[config.mk]
export PLATFORM = sky130hd
export DESIGN_NAME = eight_bit_alu_with_flags
export DESIGN_NICKNAME = d
export VERILOG_FILES = /design/src/ebalu_pkg.sv /design/src/eight_bit_alu_with_flags.sv /design/src/ebalu_exec.sv
export SDC_FILE = /design/constraint.sdc
export NUM_CORES = 1
export LEC_CHECK = 0
export ABC_AREA = 1
export ABC_CLOCK_PERIOD_IN_PS = 3100
export BUFFER_PORTS_ARGS = -buffer_cell sky130_fd_sc_hd__buf_2
export CAP_MARGIN = 15
export CORE_UTILIZATION = 50
export CTS_BUF_LIST = sky130_fd_sc_hd__clkbuf_8 sky130_fd_sc_hd__clkbuf_16
export DETAILED_ROUTE_END_ITERATION = 8
export PLACE_DENSITY = 0.7
export SLEW_MARGIN = 30
export SYNTH_ARGS = -nofsm -noshare
export SYNTH_HDL_FRONTEND = slang
export SYNTH_HIERARCHICAL = 1
export SYNTH_SLANG_ARGS = --single-unit
[constraint.sdc]
create_clock -name clk -period 3.1 [get_ports clk]
set_input_delay 0.31 -clock clk [delete_from_list [all_inputs] [get_ports clk]]
set_output_delay 0.31 -clock clk [all_outputs]
set_load 0.02 [all_outputs]
[src/ebalu_pkg.sv]
package ebalu_pkg;

	// operation codes
	typedef enum logic [4:0] {
		ACT_ADD      = 5'd0,
		ACT_ADC      = 5'd1,
		ACT_SUB      = 5'd2,
		ACT_SBC      = 5'd3,
		ACT_AND      = 5'd4,
		ACT_XOR      = 5'd5,
		ACT_OR       = 5'd6,
		ACT_CP       = 5'd7,
		ACT_INC      = 5'd8,
		ACT_DEC      = 5'd9,
		ACT_RLCA     = 5'd10,
		ACT_RRCA     = 5'd11,
		ACT_RLA      = 5'd12,
		ACT_RRA      = 5'd13,
		ACT_DAA      = 5'd14,
		ACT_CPL      = 5'd15,
		ACT_SCF      = 5'd16,
		ACT_CCF      = 5'd17,
		ACT_RLC      = 5'd18,
		ACT_RRC      = 5'd19,
		ACT_RL       = 5'd20,
		ACT_RR       = 5'd21,
		ACT_SLA      = 5'd22,
		ACT_SRA      = 5'd23,
		ACT_SWAP     = 5'd24,
		ACT_SRL      = 5'd25,
		ACT_BIT      = 5'd26,
		ACT_RES      = 5'd27,
		ACT_SET      = 5'd28,
		ACT_ADD16    = 5'd29,
		ACT_ADD_SP   = 5'd30,
		ACT_LD_HL_SP = 5'd31
	} action_t;

	// flag word, zero in the top bit
	typedef struct packed {
		logic z;
		logic n;
		logic h;
		logic c;
	} flags_t;

	// one request as held in the input register
	typedef struct packed {
		action_t     action;
		logic [15:0] operand;
		logic [15:0] base_word;
		logic [2:0]  bit_index;
		logic        target_is_acc;
	} alu_req_t;

	// one result as held in the output register
	typedef struct packed {
		logic [15:0] result_value;
		logic        write_result;
		logic [7:0]  acc;
		flags_t      flags;
	} alu_res_t;

	localparam logic [7:0] ACC_RESET   = 8'h01;
	localparam flags_t     FLAGS_RESET = '{z: 1'b1, n: 1'b0, h: 1'b1, c: 1'b1};
	localparam logic [7:0] DAA_LOW_ADJ  = 8'h06;
	localparam logic [7:0] DAA_HIGH_ADJ = 8'h60;

endpackage

[src/eight_bit_alu_with_flags.sv]
// channel   direction  handshake            payload
// request   in         in_valid / in_ready  action, operand, base_word, bit_index, target_is_acc
// result    out        out_valid / out_ready result_value, write_result, acc_out, four flags
//
// one request per cycle sustained while results are taken; a result passes through the
// input register, then the result register
// accumulator and flags update as a request moves into the result register, so
// the next request already sees them
// reset leaves accumulator 0x01 with zero, half and carry set, both registers empty
// a stalled result holds the result register; the input register still takes one
// more request before in_ready drops
module eight_bit_alu_with_flags
	import ebalu_pkg::*;
(
	input  logic        clk,
	input  logic        arst_n,
	input  logic        in_valid,
	output logic        in_ready,
	input  logic [4:0]  action,
	input  logic [15:0] operand,
	input  logic [15:0] base_word,
	input  logic [2:0]  bit_index,
	input  logic        target_is_acc,
	output logic        out_valid,
	input  logic        out_ready,
	output logic [15:0] result_value,
	output logic        write_result,
	output logic [7:0]  acc_out,
	output logic        zero_flag,
	output logic        sub_flag,
	output logic        half_flag,
	output logic        carry_flag
);

	logic       valid_s1;
	alu_req_t   req_s1;
	logic       valid_s2;
	alu_res_t   res_s2;
	logic [7:0] acc_q;
	flags_t     flags_q;
	alu_res_t   exec_res;
	logic       s2_load;
	logic       s1_adv;

	// stage flow control
	assign s2_load  = !valid_s2 || out_ready;
	assign s1_adv   = valid_s1 && s2_load;
	assign in_ready = !valid_s1 || s2_load;

	// input register
	always_ff @(posedge clk or negedge arst_n) begin
		if (!arst_n) begin
			valid_s1 <= 1'b0;
		end else if (in_ready) begin
			valid_s1 <= in_valid;
		end
	end

	always_ff @(posedge clk) begin
		if (in_valid && in_ready) begin
			req_s1 <= '{action: action_t'(action), operand: operand, base_word: base_word,
				bit_index: bit_index, target_is_acc: target_is_acc};
		end
	end

	ebalu_exec u_exec (
		.req   (req_s1),
		.acc   (acc_q),
		.flags (flags_q),
		.res   (exec_res)
	);

	// accumulator and flags
	always_ff @(posedge clk or negedge arst_n) begin
		if (!arst_n) begin
			acc_q   <= ACC_RESET;
			flags_q <= FLAGS_RESET;
		end else if (s1_adv) begin
			acc_q   <= exec_res.acc;
			flags_q <= exec_res.flags;
		end
	end

	// result register
	always_ff @(posedge clk or negedge arst_n) begin
		if (!arst_n) begin
			valid_s2 <= 1'b0;
		end else if (s2_load) begin
			valid_s2 <= valid_s1;
		end
	end

	always_ff @(posedge clk) begin
		if (s1_adv) begin
			res_s2 <= exec_res;
		end
	end

	assign out_valid    = valid_s2;
	assign result_value = res_s2.result_value;
	assign write_result = res_s2.write_result;
	assign acc_out      = res_s2.acc;
	assign zero_flag    = res_s2.flags.z;
	assign sub_flag     = res_s2.flags.n;
	assign half_flag    = res_s2.flags.h;
	assign carry_flag   = res_s2.flags.c;

endmodule

[src/ebalu_exec.sv]
module ebalu_exec
	import ebalu_pkg::*;
(
	input  alu_req_t   req,
	input  logic [7:0] acc,
	input  flags_t     flags,
	output alu_res_t   res
);

	logic [7:0]  b;
	logic [7:0]  v;
	logic [8:0]  add_sum;
	logic [4:0]  add_half;
	logic [8:0]  sub_diff;
	logic [4:0]  sub_half;
	logic        use_cin;
	logic [7:0]  inc_r;
	logic [7:0]  dec_r;
	logic [7:0]  sh_r;
	logic        sh_c;
	logic [7:0]  daa_adj;
	logic        daa_c;
	logic [7:0]  daa_r;
	logic [7:0]  bit_mask;
	logic [16:0] w_sum;
	logic [12:0] w_half;
	logic [15:0] sp_sum;
	logic [4:0]  sp_half;
	logic [8:0]  sp_low;

	assign b = req.operand[7:0];
	assign v = req.target_is_acc ? acc : b;

	// adder and subtractor, carry-in only for adc and sbc
	assign use_cin  = (req.action == ACT_ADC || req.action == ACT_SBC) ? flags.c : 1'b0;
	assign add_sum  = {1'b0, acc} + {1'b0, b} + {8'd0, use_cin};
	assign add_half = {1'b0, acc[3:0]} + {1'b0, b[3:0]} + {4'd0, use_cin};
	assign sub_diff = {1'b0, acc} - {1'b0, b} - {8'd0, use_cin};
	assign sub_half = {1'b0, acc[3:0]} - {1'b0, b[3:0]} - {4'd0, use_cin};

	assign inc_r = v + 8'd1;
	assign dec_r = v - 8'd1;

	// decimal adjust
	always_comb begin
		daa_adj = 8'd0;
		daa_c   = 1'b0;
		if (flags.h || (!flags.n && acc[3:0] > 4'd9)) begin
			daa_adj = DAA_LOW_ADJ;
		end
		if (flags.c || (!flags.n && acc > 8'h99)) begin
			daa_adj = daa_adj | DAA_HIGH_ADJ;
			daa_c   = 1'b1;
		end
		daa_r = flags.n ? (acc - daa_adj) : (acc + daa_adj);
	end

	// prefixed rotates and shifts
	always_comb begin
		sh_r = v;
		sh_c = 1'b0;
		case (req.action)
			ACT_RLC: begin
				sh_r = {v[6:0], v[7]};
				sh_c = v[7];
			end
			ACT_RRC: begin
				sh_r = {v[0], v[7:1]};
				sh_c = v[0];
			end
			ACT_RL: begin
				sh_r = {v[6:0], flags.c};
				sh_c = v[7];
			end
			ACT_RR: begin
				sh_r = {flags.c, v[7:1]};
				sh_c = v[0];
			end
			ACT_SLA: begin
				sh_r = {v[6:0], 1'b0};
				sh_c = v[7];
			end
			ACT_SRA: begin
				sh_r = {v[7], v[7:1]};
				sh_c = v[0];
			end
			ACT_SWAP: begin
				sh_r = {v[3:0], v[7:4]};
				sh_c = 1'b0;
			end
			ACT_SRL: begin
				sh_r = {1'b0, v[7:1]};
				sh_c = v[0];
			end
			default: begin
				sh_r = v;
				sh_c = 1'b0;
			end
		endcase
	end

	assign bit_mask = 8'd1 << req.bit_index;

	// sixteen-bit adds
	assign w_sum   = {1'b0, req.base_word} + {1'b0, req.operand};
	assign w_half  = {1'b0, req.base_word[11:0]} + {1'b0, req.operand[11:0]};
	assign sp_sum  = req.base_word + {{8{b[7]}}, b};
	assign sp_half = {1'b0, req.base_word[3:0]} + {1'b0, b[3:0]};
	assign sp_low  = {1'b0, req.base_word[7:0]} + {1'b0, b};

	// result select
	always_comb begin
		res.result_value = 16'd0;
		res.write_result = 1'b0;
		res.acc          = acc;
		res.flags        = flags;
		case (req.action)
			ACT_ADD, ACT_ADC: begin
				res.acc   = add_sum[7:0];
				res.flags = '{z: (add_sum[7:0] == 8'd0), n: 1'b0, h: add_half[4], c: add_sum[8]};
				res.result_value = {8'd0, add_sum[7:0]};
			end
			ACT_SUB, ACT_SBC: begin
				res.acc   = sub_diff[7:0];
				res.flags = '{z: (sub_diff[7:0] == 8'd0), n: 1'b1, h: sub_half[4],
					c: sub_diff[8]};
				res.result_value = {8'd0, sub_diff[7:0]};
			end
			ACT_CP: begin
				res.flags = '{z: (sub_diff[7:0] == 8'd0), n: 1'b1, h: sub_half[4],
					c: sub_diff[8]};
			end
			ACT_AND: begin
				res.acc   = acc & b;
				res.flags = '{z: ((acc & b) == 8'd0), n: 1'b0, h: 1'b1, c: 1'b0};
				res.result_value = {8'd0, acc & b};
			end
			ACT_XOR: begin
				res.acc   = acc ^ b;
				res.flags = '{z: ((acc ^ b) == 8'd0), n: 1'b0, h: 1'b0, c: 1'b0};
				res.result_value = {8'd0, acc ^ b};
			end
			ACT_OR: begin
				res.acc   = acc | b;
				res.flags = '{z: ((acc | b) == 8'd0), n: 1'b0, h: 1'b0, c: 1'b0};
				res.result_value = {8'd0, acc | b};
			end
			ACT_INC: begin
				res.flags = '{z: (inc_r == 8'd0), n: 1'b0, h: (inc_r[3:0] == 4'h0),
					c: flags.c};
				res.result_value = {8'd0, inc_r};
				if (req.target_is_acc) begin
					res.acc = inc_r;
				end else begin
					res.write_result = 1'b1;
				end
			end
			ACT_DEC: begin
				res.flags = '{z: (dec_r == 8'd0), n: 1'b1, h: (dec_r[3:0] == 4'hF),
					c: flags.c};
				res.result_value = {8'd0, dec_r};
				if (req.target_is_acc) begin
					res.acc = dec_r;
				end else begin
					res.write_result = 1'b1;
				end
			end
			ACT_RLCA: begin
				res.acc   = {acc[6:0], acc[7]};
				res.flags = '{z: 1'b0, n: 1'b0, h: 1'b0, c: acc[7]};
				res.result_value = {8'd0, acc[6:0], acc[7]};
			end
			ACT_RRCA: begin
				res.acc   = {acc[0], acc[7:1]};
				res.flags = '{z: 1'b0, n: 1'b0, h: 1'b0, c: acc[0]};
				res.result_value = {8'd0, acc[0], acc[7:1]};
			end
			ACT_RLA: begin
				res.acc   = {acc[6:0], flags.c};
				res.flags = '{z: 1'b0, n: 1'b0, h: 1'b0, c: acc[7]};
				res.result_value = {8'd0, acc[6:0], flags.c};
			end
			ACT_RRA: begin
				res.acc   = {flags.c, acc[7:1]};
				res.flags = '{z: 1'b0, n: 1'b0, h: 1'b0, c: acc[0]};
				res.result_value = {8'd0, flags.c, acc[7:1]};
			end
			ACT_DAA: begin
				res.acc   = daa_r;
				res.flags = '{z: (daa_r == 8'd0), n: flags.n, h: 1'b0, c: daa_c};
				res.result_value = {8'd0, daa_r};
			end
			ACT_CPL: begin
				res.acc   = ~acc;
				res.flags = '{z: flags.z, n: 1'b1, h: 1'b1, c: flags.c};
				res.result_value = {8'd0, ~acc};
			end
			ACT_SCF: begin
				res.flags = '{z: flags.z, n: 1'b0, h: 1'b0, c: 1'b1};
			end
			ACT_CCF: begin
				res.flags = '{z: flags.z, n: 1'b0, h: 1'b0, c: ~flags.c};
			end
			ACT_RLC, ACT_RRC, ACT_RL, ACT_RR, ACT_SLA, ACT_SRA, ACT_SWAP, ACT_SRL: begin
				res.flags = '{z: (sh_r == 8'd0), n: 1'b0, h: 1'b0, c: sh_c};
				res.result_value = {8'd0, sh_r};
				if (req.target_is_acc) begin
					res.acc = sh_r;
				end else begin
					res.write_result = 1'b1;
				end
			end
			ACT_BIT: begin
				res.flags = '{z: ((v & bit_mask) == 8'd0), n: 1'b0, h: 1'b1, c: flags.c};
			end
			ACT_RES, ACT_SET: begin
				if (req.action == ACT_RES) begin
					res.result_value = {8'd0, v & ~bit_mask};
				end else begin
					res.result_value = {8'd0, v | bit_mask};
				end
				if (req.target_is_acc) begin
					res.acc = res.result_value[7:0];
				end else begin
					res.write_result = 1'b1;
				end
			end
			ACT_ADD16: begin
				res.flags = '{z: flags.z, n: 1'b0, h: w_half[12], c: w_sum[16]};
				res.result_value = w_sum[15:0];
				res.write_result = 1'b1;
			end
			ACT_ADD_SP, ACT_LD_HL_SP: begin
				res.flags = '{z: 1'b0, n: 1'b0, h: sp_half[4], c: sp_low[8]};
				res.result_value = sp_sum;
				res.write_result = 1'b1;
			end
			default: begin
				res.result_value = 16'd0;
			end
		endcase
	end

endmodule

**After elaboration in Yosys (flattened, before gate mapping)**

Index checks and enable logic that the tools add are counted.

- Add/subtract/negate cells: 17
- Order comparisons: 2
- Eq/ne operators: 32
- Shift operators: 1
- Mux-type cells: 18
- Bitwise operators: 9
- Reduce and logical (&&, ||, !) cells: 36

Operators with widths:

| operator | number |
|---|---|
| $pmux 16 s17 | 1 |
| $pmux 8 s15 | 1 |
| $eq 5x5->1 const B | 16 |
| $logic_not 8->1 | 10 |
| $pmux 4 s17 | 1 |
| $pmux 8 s8 | 1 |
| $mux 8 | 7 |
| $eq 5x4->1 const B | 8 |
| $and 8x8->8 | 3 |
| $eq 5x3->1 const B | 4 |
| $add 8x8->9 | 2 |
| $add 16x16->17 | 1 |
| $add 16x16->16 | 1 |
| $not 8->8 | 2 |
| $or 8x8->8 | 2 |
| $add 12x12->13 | 1 |
| $reduce_or 12->1 | 1 |
| $reduce_or 2->1 | 6 |
| $add 4x4->5 | 2 |
| $eq 5x2->1 const B | 2 |
| $add 9x1->9 | 1 |
| $reduce_or 3->1 | 3 |
| $sub 8x8->9 | 1 |
| $sub 9x1->9 | 1 |
| 25 further kinds | 37 |

- Register bits after elaboration: 84

**Logic depth before layout (Yosys ltp)**

Gate-level depths: netlist (run 1).

- Depth after elaboration: 9
- Mapped depth: 22
- Depth with buffers taken out: 22

**Modules after synthesis**

Netlist (run 1), hierarchy kept.

By module, submodules not included:

| module | instances | cells an instance | area each (sq um) |
|---|---|---|---|
| ebalu_exec | 1 | 997 | 5277.6 |
| eight_bit_alu_with_flags | 1 | 132 | 2673.8 |

**Worst setup path before layout (run 1)**

No wires, ideal clock.

- Kind: register to register
- Start: register req_s1[40] (netlist bit)
- End: register res_s2 (netlist bit carry_flag) (data pin)
- Arrival time: 2.924 ns
- Data required time: 2.825 ns
- Path slack: -0.100 ns
- Stages on the path, launching flop included: 17
- Path buffers: 1
- Period minus slack after synthesis: 3.200 ns
- Cells stage by stage: edfxtp_1 -> inv_1 -> buf_2 -> nand2_1 -> nor3_1 -> inv_1 -> fa_1 -> fa_1 -> o21ai_0 -> nand2_1 -> nand4_1 -> o211ai_1 -> or2_2 -> nand3_1 -> nand2_1 -> inv_1 -> nand4_1

RTL lines:

| item | RTL line | text |
|---|---|---|
| from (decl) | eight_bit_alu_with_flags.sv:36 | `alu_req_t req_s1;` |
| from (signal assigned) | eight_bit_alu_with_flags.sv:61 | `req_s1 <= '{action: action_t'(action), operand: operand, base_word: base_word,` |
| to (signal assigned) | eight_bit_alu_with_flags.sv:95 | `res_s2 <= exec_res;` |
| to (decl) | eight_bit_alu_with_flags.sv:38 | `alu_res_t res_s2;` |

==> out/metrics.cfg, run 1 <==
[layout]
fraction_of_final_layout_cells_sized_beyond_drive_strength_1_pct = 20.1
num_antenna_cells = 0
final_common_cell = sky130_fd_sc_hd__nand2_1
sequential_cell_area_um2 = 2460
most_frequent_cells_in_the_layout = sky130_fd_sc_hd__nand2_1, sky130_fd_sc_hd__inv_1, sky130_fd_sc_hd__nor2_1, sky130_fd_sc_hd__nand3_1, sky130_fd_sc_hd__buf_2
fill_cell_instance_count_of_the_final_layout = 1428
final_core_util_pct = 63.0
layout-area-overhead-vs-synth_pct = 21.7
final_net_count = 1398
area_used_by_multi_input_combinational_logic_um2 = 5110

[critical_path]
cp-startpoint = req_s1[38]
r2r-end = zero_flag
reg2reg_from = req_s1[38]
worst-path-stages = 18
timing.critical_path.cells = nor2_2 -> nand2_1 -> nor3_2 -> inv_1 -> fa_2 -> fa_2 -> buf_6 -> xor2_2 -> nand2_1 -> nor2_1 -> nand2_1 -> inv_1 -> nand3_1 -> nor2_1 -> nand3_1 -> nand2_1 -> a21oi_2 -> nand4_1
cp-end-kind = register
crit_path_top_delay_cell = sky130_fd_sc_hd__edfxtp_1
path_common_cell = sky130_fd_sc_hd__nand2_1
worst_setup_path_endpoint = zero_flag
crit_fanout = 2
crit_path_max_incr_delay_ns = 0.44
path_delay_family = simple AND/OR/NAND/NOR gates
critical_path_required_ns = 3.17
critPathKind = reg -> reg
worst-r2r-cell-count = 18
setup.worst_path.start_class = register
worstPathArrival_ns = 3.17
worstPathBufferInverterCount = 3
regToRegSetupSlack_ns = 0.003

[worst_hold_path]
timing.hold.worst.class = in -> reg

[routing]
drt-pass1-iter-count = 6
detail_route.wl_per_cell_um = 20.6
drt_first_iter_violations = 880
ant_nets = 0
vias = 8805
drc = 0
vias_per_cell = 5.88
route.final.wire_length_um = 30800

[logic_synthesis]
netlist.area_leader.share_pct = 26.4
postSynthCellCount = 1129
mappedNetlistNets = 1246
ys_warns = 6
syn-cell-area_um2 = 7950
synth_area_in_simple_gates_pct = 32.1
ff_latch_count_synth = 84
ys_dominant_reg_cell = sky130_fd_sc_hd__edfxtp_1
synth_seq_area_share_pct = 30.9
post_synth_mux_area_share_pct = 0
syn_area_per_cell_um2 = 7.04
synth_edf_count = 70
main_combinational_cell_family_by_area_after_synthesis = simple AND/OR/NAND/NOR gates
synth.top_cells.by_area = sky130_fd_sc_hd__edfxtp_1, sky130_fd_sc_hd__nand2_1, sky130_fd_sc_hd__ha_1
synth_xor_xnor_area_share_pct = 2.75
synth_async_sr_flop_share_pct = 16.7
synth-compound-area-share_pct = 14.4
synth_top_area_cell = sky130_fd_sc_hd__edfxtp_1
post_synth_num_cell_types = 46
synth_area_in_adders_pct = 11.8

[global_routing]
grt_util_all_layers_pct = 38.0
grt_antenna_before_repair = 1
global_route.overflow_total = 0
grt_pass1_vias = 7951
grt_first_pass_wirelength_um = 45600
grt_max_degree = 42

[power]
cell_internal_power_w = 0.00388
max_rail_drop_vdd_v = 0.000452
power.density_nw_per_um2 = 806
switching_part_of_the_total_power_pct = 50.3
combinationalPowerShare_pct = 64.6
pwr-share-clk_pct = 14.1
power.switching_w = 0.00393
power_leakage_nw = 4.70
reg_power_share_pct = 21.2

[cts]
cts_inserted_buffers = 9
clock_path_buffers = 2
clk_pin_slew_worst_paths_ns = 0.08
clock_latency_ns = 0.35
cts_tree = built
htree_num_levels = 3
clk_root_buffer_cell = sky130_fd_sc_hd__clkbuf_16
numClockSinks = 84

[timing]
slew_headroom_pct = 54.2
maxClockFrequency_mhz = 323
fin_crit_sh_pct = 99.9
timing.final.hold_violations = 0
period_minus_ws_final_ns = 3.10
timing_worst_slew_pin_value_ns = 0.669
fin_skew_ns = 0.0157
rsz_0062_raised_after_global_routing = true
finalWorstSetupSlack_ns = 0.00336
finish_stage_setup_viols = 0
finalMaxSlewViolations = 0

[placement]
pre_cts_ws_ns = -0.0944
hpwl_um = 24300
place.gp.congestion = 1.06
port-buffer-count = 75

[status]
outcome = completed

[run]
timing.max_cap.violations = 0

[floorplanning]
floorplan.io_pins = 76
coreArea_um2 = 15400
fp.dieArea_um2 = 16400
width_of_the_die_um = 128
die-height_um = 128
start_util_pct = 51.7
std_cell_rows = 45

## area by class of cell
type                       instances  share of cell area, %
clock buffer                       9                   2.33
clock inverter                     7                  0.789
inverter                         151                   5.86
sequential                        84                   25.4
tap                              211                   2.73
multi-input combinational        883                   52.8
timing repair buffer             152                   10.1
## power groups by stage
stage | clock network (W) | registers, W | logic, W
6_report | 0.00110 | 0.00166 | 0.00504
5_1_grt | 0.00115 | 0.00167 | 0.00540
4_1_cts | 0.00111 | 0.00165 | 0.00455
3_5_place_dp | 0 | 0.00167 | 0.00447
3_3_place_gp | 0 | 0.00167 | 0.00447
2_1_floorplan | 0 | 0.00180 | 0.00266
## synth_stat cells, types with 2 or more instances
cell type                   number
sky130_fd_sc_hd__nor3_1         22
sky130_fd_sc_hd__fa_1            5
sky130_fd_sc_hd__nand2_1       301
sky130_fd_sc_hd__a21boi_0        3
sky130_fd_sc_hd__nand4_1        32
sky130_fd_sc_hd__a21o_1          4
sky130_fd_sc_hd__or2_2           6
sky130_fd_sc_hd__o21ai_1         9
sky130_fd_sc_hd__o22ai_1        18
sky130_fd_sc_hd__nand3_2         3
sky130_fd_sc_hd__o211ai_1       12
sky130_fd_sc_hd__a21oi_1        58
sky130_fd_sc_hd__a211oi_1        3
sky130_fd_sc_hd__nor4_1          4
sky130_fd_sc_hd__buf_4           5
sky130_fd_sc_hd__xor2_1         18
sky130_fd_sc_hd__inv_1         141
sky130_fd_sc_hd__dfrtp_1        10
sky130_fd_sc_hd__o21ai_2        10
sky130_fd_sc_hd__dfstp_2         4
sky130_fd_sc_hd__inv_2           8
sky130_fd_sc_hd__nand3b_1        4
sky130_fd_sc_hd__nor2_1        109
sky130_fd_sc_hd__o21bai_1        4
sky130_fd_sc_hd__o21ai_0        58
sky130_fd_sc_hd__clkinv_1        2
sky130_fd_sc_hd__nand2_2         4
sky130_fd_sc_hd__edfxtp_1       70
sky130_fd_sc_hd__nand3_1        97
sky130_fd_sc_hd__nor2_2          6
sky130_fd_sc_hd__ha_1           67
sky130_fd_sc_hd__a31oi_1         5
sky130_fd_sc_hd__buf_2           5
sky130_fd_sc_hd__o2111ai_1       4
sky130_fd_sc_hd__xnor2_1         7
## worst min path at each step
stage / start / endpoint / cells after the start
floorplan: arst_n / acc_q[1] / 0
global placement: arst_n / flags_q[2] / 1
detailed placement: arst_n / acc_q[6] / 1
CTS: action[4] / req_s1[40] / 1
global route: action[2] / req_s1[38] / 1
finish: action[4] / req_s1[40] / 1
## stage by stage
stage / setup TNS [ns] / hold WS [ns] / instances / total power (W) / cell area, um2
finish: 0 / 0.128 / 1497 / 0.00780 / 9680
global route: -1.81 / 0.124 / 1497 / 0.00822 / 9680
CTS: -0.0142 / 0.121 / 1492 / 0.00731 / 9410
detailed placement: -0.434 / 0.238 / 1475 / 0.00614 / 9070
global placement: -0.181 / 0.246 / 1475 / 0.00614 / 9070
floorplan: 0 / 0.0144 / 1129 / 0.00446 / 7960
## routing by layer
layer	global-route usage (%)	share of wire [%]	up-vias
li1	-	-	4128
met3	5.72	9.2	115
met4	21.2	5.7	2
met1	50.6	41	4023
met2	59.3	44	537
met5	0	0.042	-
## logic make-up after synthesis
logic type | after synthesis
AND/OR/NAND/NOR | 591
AO/OA/AOI/OAI | 195
buffers and inverters | 162
flip-flops | 84
adder cells (fa/ha/maj) | 72
XOR/XNOR | 25
## repair_timing
| action | 4_1_cts | 5_1_grt |
|---|---|---|
| hold endpoints to repair | 10 | 0 |
| pin swaps | 1 | 43 |
| hold buffers | 1 | 0 |
| setup endpoints to repair | 13 | 29 |
| gates resized for setup | 8 | 58 |
| buffers inserted | 0 | 6 |
## state kept, by name, indices dropped and copies added, names as in the netlist
register and count:
valid_s1 1, flags_q 4, zero_flag 1, acc_out 8, acc_q 8, half_flag 1, carry_flag 1, result_value 16
out_valid 1, write_result 1, sub_flag 1, req_s1 41
No activity file was read; power rests on OpenSTA's default activity.
==> run 2, diff against run 1 <==
--- a/config.mk
+++ b/config.mk
@@ -6,13 +6,13 @@
 export NUM_CORES = 1
 export LEC_CHECK = 0
 export ABC_AREA = 1
-export ABC_CLOCK_PERIOD_IN_PS = 3100
+export ABC_CLOCK_PERIOD_IN_PS = 3800
 export BUFFER_PORTS_ARGS = -buffer_cell sky130_fd_sc_hd__buf_2
 export CAP_MARGIN = 15
 export CORE_UTILIZATION = 50
 export CTS_BUF_LIST = sky130_fd_sc_hd__clkbuf_8 sky130_fd_sc_hd__clkbuf_16
 export DETAILED_ROUTE_END_ITERATION = 8
-export PLACE_DENSITY = 0.7
+export PLACE_DENSITY = 0.67
 export SLEW_MARGIN = 30
 export SYNTH_ARGS = -nofsm -noshare
 export SYNTH_HDL_FRONTEND = slang
==> constraint.sdc (replaced) <==
create_clock -name clk -period 3.8 [get_ports clk]
set_input_delay 0.38 -clock clk [delete_from_list [all_inputs] [get_ports clk]]
set_output_delay 0.38 -clock clk [all_outputs]
set_load 0.02 [all_outputs]
==> out/metrics.cfg, run 2 (same netlist as run 1, synthesis figures left out) <==
[placement]
dpl-instance-area_um2 = 8780
port-buffer-count = 75
hpwl_um = 23400
place.gp.congestion = 1.01
place.detailed.instances = 1439

[layout]
final_cells = 1456
final_common_cell = sky130_fd_sc_hd__nand2_1
most_frequent_cells_in_the_layout = sky130_fd_sc_hd__nand2_1, sky130_fd_sc_hd__inv_1, sky130_fd_sc_hd__nor2_1, sky130_fd_sc_hd__nand3_1, sky130_fd_sc_hd__buf_2
layout-area-overhead-vs-synth_pct = 14.4
regMostFlops = req_s1
design_area_um2 = 9100
fill_cell_instance_count_of_the_final_layout = 1483
final_net_count = 1357
fraction_of_final_layout_cells_sized_beyond_drive_strength_1_pct = 13.6
num_antenna_cells = 0
largest_register_ffs = 41

[timing]
fin_tns_setup_ns = 0
finish_stage_setup_viols = 0
fin_crit_sh_pct = 91.2
fin_skew_ns = 0.0169
period_minus_ws_final_ns = 3.47
rsz_0062_raised_after_global_routing = false
finalMaxSlewViolations = 0
slew_headroom_pct = 52.0
maxClockFrequency_mhz = 288
worst_hold_slack_ns = 0.204
timing.final.hold_violations = 0
timing_worst_slew_pin_value_ns = 0.720

[power]
cell_internal_power_w = 0.00289
power.switching_w = 0.00296
power.density_nw_per_um2 = 643
reg_power_share_pct = 23.5
power_leakage_nw = 4.45
switching_part_of_the_total_power_pct = 50.6
design_power_total_w = 0.00585
max_rail_drop_vdd_v = 0.000353
combinationalPowerShare_pct = 61.3
pwr-share-clk_pct = 15.2

[cts]
numClockSinks = 84
htree_num_levels = 3
clk_root_buffer_cell = sky130_fd_sc_hd__clkbuf_16
clock_latency_ns = 0.35
cts_tree = built
cts_inserted_buffers = 9
post_cts_buffers = 0
clk_pin_slew_worst_paths_ns = 0.08
clock_path_buffers = 2

[routing]
vias_per_cell = 5.92
vias = 8613
detail_route.wl_per_cell_um = 20.4
drt_first_iter_violations = 1002
ant_nets = 0
route.final.wire_length_um = 29700
drt-pass1-iter-count = 6
drc = 0

[critical_path]
crit_fanout = 8
cp-end-kind = register
critical_path_required_ns = 3.89
crit_path_max_incr_delay_ns = 0.63
crit_path_top_delay_cell = sky130_fd_sc_hd__dfstp_2
setup.worst_path.start_class = register
worstPathArrival_ns = 3.56
timing.critical_path.cells = inv_1 -> nor3_2 -> inv_1 -> fa_1 -> fa_1 -> o21ai_0 -> nand2_1 -> xor2_1 -> o22ai_1 -> nor3_1 -> nand2_1
critPathKind = reg -> reg

[global_routing]
globalRoute.busiestLayer = met2
grt.met1_usage_pct = 47.6
met2_usage_pct = 58.8
grt_util_all_layers_pct = 36.9
grt_max_degree = 42
grt_first_pass_wirelength_um = 44700
global_route.usage.met3_pct = 7.35
grt_antenna_before_repair = 0
global_route.overflow_total = 0
grt_pass1_vias = 7818

[floorplanning]
width_of_the_die_um = 128
die-height_um = 128
start_util_pct = 51.7
fp.dieArea_um2 = 16400
floorplan.io_pins = 76
coreArea_um2 = 15400
std_cell_rows = 45

[run]
timing.max_cap.violations = 0

[worst_hold_path]
timing.hold.worst.class = in -> reg

[status]
outcome = completed

## run 2: timing repair
action	in CTS	in global routing
hold endpoints to repair	10	0
hold buffers	1	0
gates resized for setup	0	1
setup endpoints to repair	0	4
## run 2: power by group through the flow
stage / clock (W) / combinational (W) / sequential [W]
after floorplan: 0 / 0.00217 / 0.00147
after global placement: 0 / 0.00343 / 0.00139
after detailed placement: 0 / 0.00344 / 0.00139
after CTS: 0.000902 / 0.00346 / 0.00137
after global routing: 0.000930 / 0.00387 / 0.00140
final: 0.000889 / 0.00358 / 0.00138
## run 2: routing by layer
layer | up-vias | share of wire (%) | routed length, um
li1 | 4052 | - | -
met1 | 3971 | 40 | 11800
met2 | 499 | 45 | 13400
met3 | 91 | 9.8 | 2910
met4 | 0 | 5.1 | 1520
met5 | - | 0 | 0
## run 2: stage by stage
| stage | worst slack, ns | util, % |
|---|---|---|
| floorplan | 0.600 | - |
| global placement | 0.465 | 57.1 |
| detailed placement | 0.364 | 57.1 |
| CTS | 0.352 | 59.1 |
| global route | 0.101 | 59.2 |
| finish | 0.333 | 59.2 |
## run 2: area by class of cell
cell class	count	area, um2	share of cell area, %
tap	211	264	2.90
clock buffer	10	250	2.75
timing repair buffer	111	648	7.13
clock inverter	6	51.3	0.564
inverter	151	567	6.23
sequential	84	2460	27.0
multi-input combinational	883	4860	53.4
## run 2: final timing paths
path                                   start         endpoint  slack, ns  cells after the start
worst max-delay path              flags_q[0]  result_value[4]       0.33                     11
worst min-delay path            base_word[1]        req_s1[5]       0.20                      1
worst max register to register    flags_q[0]  result_value[4]       0.33                     11
worst min register to register    flags_q[3]       flags_q[3]       0.49                      2
max in group asynchronous             arst_n       flags_q[1]       3.03                      2
min in group asynchronous             arst_n       flags_q[2]       0.47                      2
## run 2: worst max-delay path: cells and delay by family, from the launching register on
family	cells	cell delay, ns
AO/OA/AOI/OAI	2	0.40
XOR/XNOR	1	0.23
adder cells (fa/ha/maj)	2	0.86
buffers and inverters	2	0.20
flip-flops	1	0.63
AND/OR/NAND/NOR	4	0.89
==> run 3, diff against run 2 <==
--- a/config.mk
+++ b/config.mk
@@ -9,10 +9,10 @@
 export ABC_CLOCK_PERIOD_IN_PS = 3800
 export BUFFER_PORTS_ARGS = -buffer_cell sky130_fd_sc_hd__buf_2
 export CAP_MARGIN = 15
-export CORE_UTILIZATION = 50
+export CORE_UTILIZATION = 60
 export CTS_BUF_LIST = sky130_fd_sc_hd__clkbuf_8 sky130_fd_sc_hd__clkbuf_16
 export DETAILED_ROUTE_END_ITERATION = 8
-export PLACE_DENSITY = 0.67
+export PLACE_DENSITY = 0.79
 export SLEW_MARGIN = 30
 export SYNTH_ARGS = -nofsm -noshare
 export SYNTH_HDL_FRONTEND = slang
==> out/metrics.cfg, run 3 (same netlist as run 1, synthesis figures left out) <==
[power]
combinationalPowerShare_pct = 60.4
power.density_nw_per_um2 = 651
power_leakage_nw = 4.40
reg_power_share_pct = 24.0
power.switching_w = 0.00299
cell_internal_power_w = 0.00285
switching_part_of_the_total_power_pct = 51.2
pwr-share-clk_pct = 15.6
max_rail_drop_vdd_v = 0.000554

[cts]
clock_path_buffers = 2
clk_pin_slew_worst_paths_ns = 0.07
cts_inserted_buffers = 9
htree_num_levels = 3
clock_latency_ns = 0.36
cts_tree = built
numClockSinks = 84
clk_root_buffer_cell = sky130_fd_sc_hd__clkbuf_16

[timing]
rsz_0062_raised_after_global_routing = false
timing_worst_slew_pin_value_ns = 0.757
fin_crit_sh_pct = 91.1
period_minus_ws_final_ns = 3.46
fin_tns_setup_ns = 0
fin_skew_ns = 0.0104
maxClockFrequency_mhz = 289
slew_headroom_pct = 49.3
timing.final.hold_violations = 0
finish_stage_setup_viols = 0
finalMaxSlewViolations = 0

[routing]
highest-signal-layer = met4
drc = 0
ant_nets = 0
detail_route.wl_per_cell_um = 22.9
m1WireLength_um = 11200
vias = 9268
sum_of_met3_wire_segment_lengths_after_detailed_routing_um = 4440
vias_per_cell = 6.59
route.final.wire_length_um = 32200
drt_first_iter_violations = 1746
drt-pass1-iter-count = 6
met2WireLength_um = 13800

[floorplanning]
die-height_um = 117
floorplan.io_pins = 76
std_cell_rows = 41
start_util_pct = 62.2
coreArea_um2 = 12800
fp.dieArea_um2 = 13700
width_of_the_die_um = 117

[placement]
port-buffer-count = 75
place.detailed.instances = 1390
hpwl_um = 23400
place.gp.congestion = 1.08

[layout]
final_common_cell = sky130_fd_sc_hd__nand2_1
largest_register_ffs = 41
layout-area-overhead-vs-synth_pct = 12.9
most_frequent_cells_in_the_layout = sky130_fd_sc_hd__nand2_1, sky130_fd_sc_hd__inv_1, sky130_fd_sc_hd__nor2_1, sky130_fd_sc_hd__nand3_1, sky130_fd_sc_hd__buf_2
final_cells = 1407
regMostFlops = req_s1
num_antenna_cells = 0
final_net_count = 1347
fraction_of_final_layout_cells_sized_beyond_drive_strength_1_pct = 13.0

[critical_path]
crit_fanout = 8
critPathKind = reg -> reg
cp-end-kind = register
setup.worst_path.start_class = register
worstPathArrival_ns = 3.71
critical_path_required_ns = 4.05

[global_routing]
grt_first_pass_wirelength_um = 49000
grt_pass1_vias = 8754
global_route.overflow_total = 0
grt_util_all_layers_pct = 49.6
grt_antenna_before_repair = 0
grt_max_degree = 42

[status]
outcome = completed

[worst_hold_path]
timing.hold.worst.class = in -> reg

[run]
timing.max_cap.violations = 0

-- run 3: metrics by stage --
stage / hold WS [ns] / util [%] / area [um2] / setup slack (ns) / power (W)
after CTS: 0.193 / 70.2 / 8970 / 0.329 / 0.00564
after global placement: 0.301 / 67.8 / 8660 / 0.519 / 0.00466
after floorplan: 0.0844 / - / 7950 / 0.600 / 0.00364
after global routing: 0.186 / 70.3 / 8970 / 0.0679 / 0.00616
final: 0.193 / 70.3 / 8970 / 0.337 / 0.00584
after detailed placement: 0.303 / 67.8 / 8660 / 0.367 / 0.00471
-- run 3: path summary, 6_finish.rpt --
path | cells past startpoint | to | startpoint | slack [ns]
worst max-delay path | 17 | acc_q[5] | acc_q[3] | 0.34
worst min-delay path | 1 | req_s1[31] | operand[11] | 0.19
worst max register to register | 17 | acc_q[5] | acc_q[3] | 0.34
worst min register to register | 2 | flags_q[3] | flags_q[3] | 0.51
max in group asynchronous | 2 | flags_q[1] | arst_n | 3.04
min in group asynchronous | 2 | flags_q[2] | arst_n | 0.46
-- run 3: critical path, stage by stage (launching register included) --
cell and delay, ns:
sky130_fd_sc_hd__dfrtp_2 0.46, sky130_fd_sc_hd__inv_1 0.17, sky130_fd_sc_hd__a21oi_1 0.21, sky130_fd_sc_hd__inv_1 0.06, sky130_fd_sc_hd__o21ai_0 0.44, sky130_fd_sc_hd__nand2_1 0.20
sky130_fd_sc_hd__ha_1 0.40, sky130_fd_sc_hd__a21oi_1 0.22, sky130_fd_sc_hd__o211ai_1 0.14, sky130_fd_sc_hd__xor2_1 0.18, sky130_fd_sc_hd__nand2_1 0.09, sky130_fd_sc_hd__nand3_1 0.09
sky130_fd_sc_hd__nor2_1 0.30, sky130_fd_sc_hd__nand3_1 0.12, sky130_fd_sc_hd__nand2_1 0.08, sky130_fd_sc_hd__inv_1 0.05, sky130_fd_sc_hd__nand3_1 0.07, sky130_fd_sc_hd__nand2_1 0.07
-- run 3: routing by layer --
| layer | up-vias | track usage [%] |
|---|---|---|
| met5 | - | 0 |
| met4 | 0 | 36.5 |
| met3 | 270 | 15.9 |
| met2 | 836 | 74.5 |
| met1 | 4131 | 59.9 |
| li1 | 4031 | - |
-- run 3: power by group through the flow --
stage	logic (W)	clock network (W)	registers, W
final	0.00353	0.000910	0.00140
after global routing	0.00381	0.000943	0.00141
after CTS	0.00335	0.000902	0.00139
after detailed placement	0.00331	0	0.00140
after global placement	0.00326	0	0.00140
after floorplan	0.00217	0	0.00147
-- run 3: cell type report --
class                           instances  area [um2]
Inverter                              151         567
Tap cell                              172         215
Clock inverter                          5        37.5
Fill cell                            1035        3800
Timing Repair Buffer                  101         573
Clock buffer                           11         264
Sequential cell                        84        2460
Multi-Input combinational cell        883        4860
-- run 3: timing repair --
| item | 4_1_cts | 5_1_grt |
|---|---|---|
| buffers inserted | 0 | 0 |
| endpoints found under the hold margin | 10 | 0 |
| hold buffers | 1 | 0 |
| setup endpoints to repair | 0 | 4 |
| gates resized for setup | 0 | 2 |
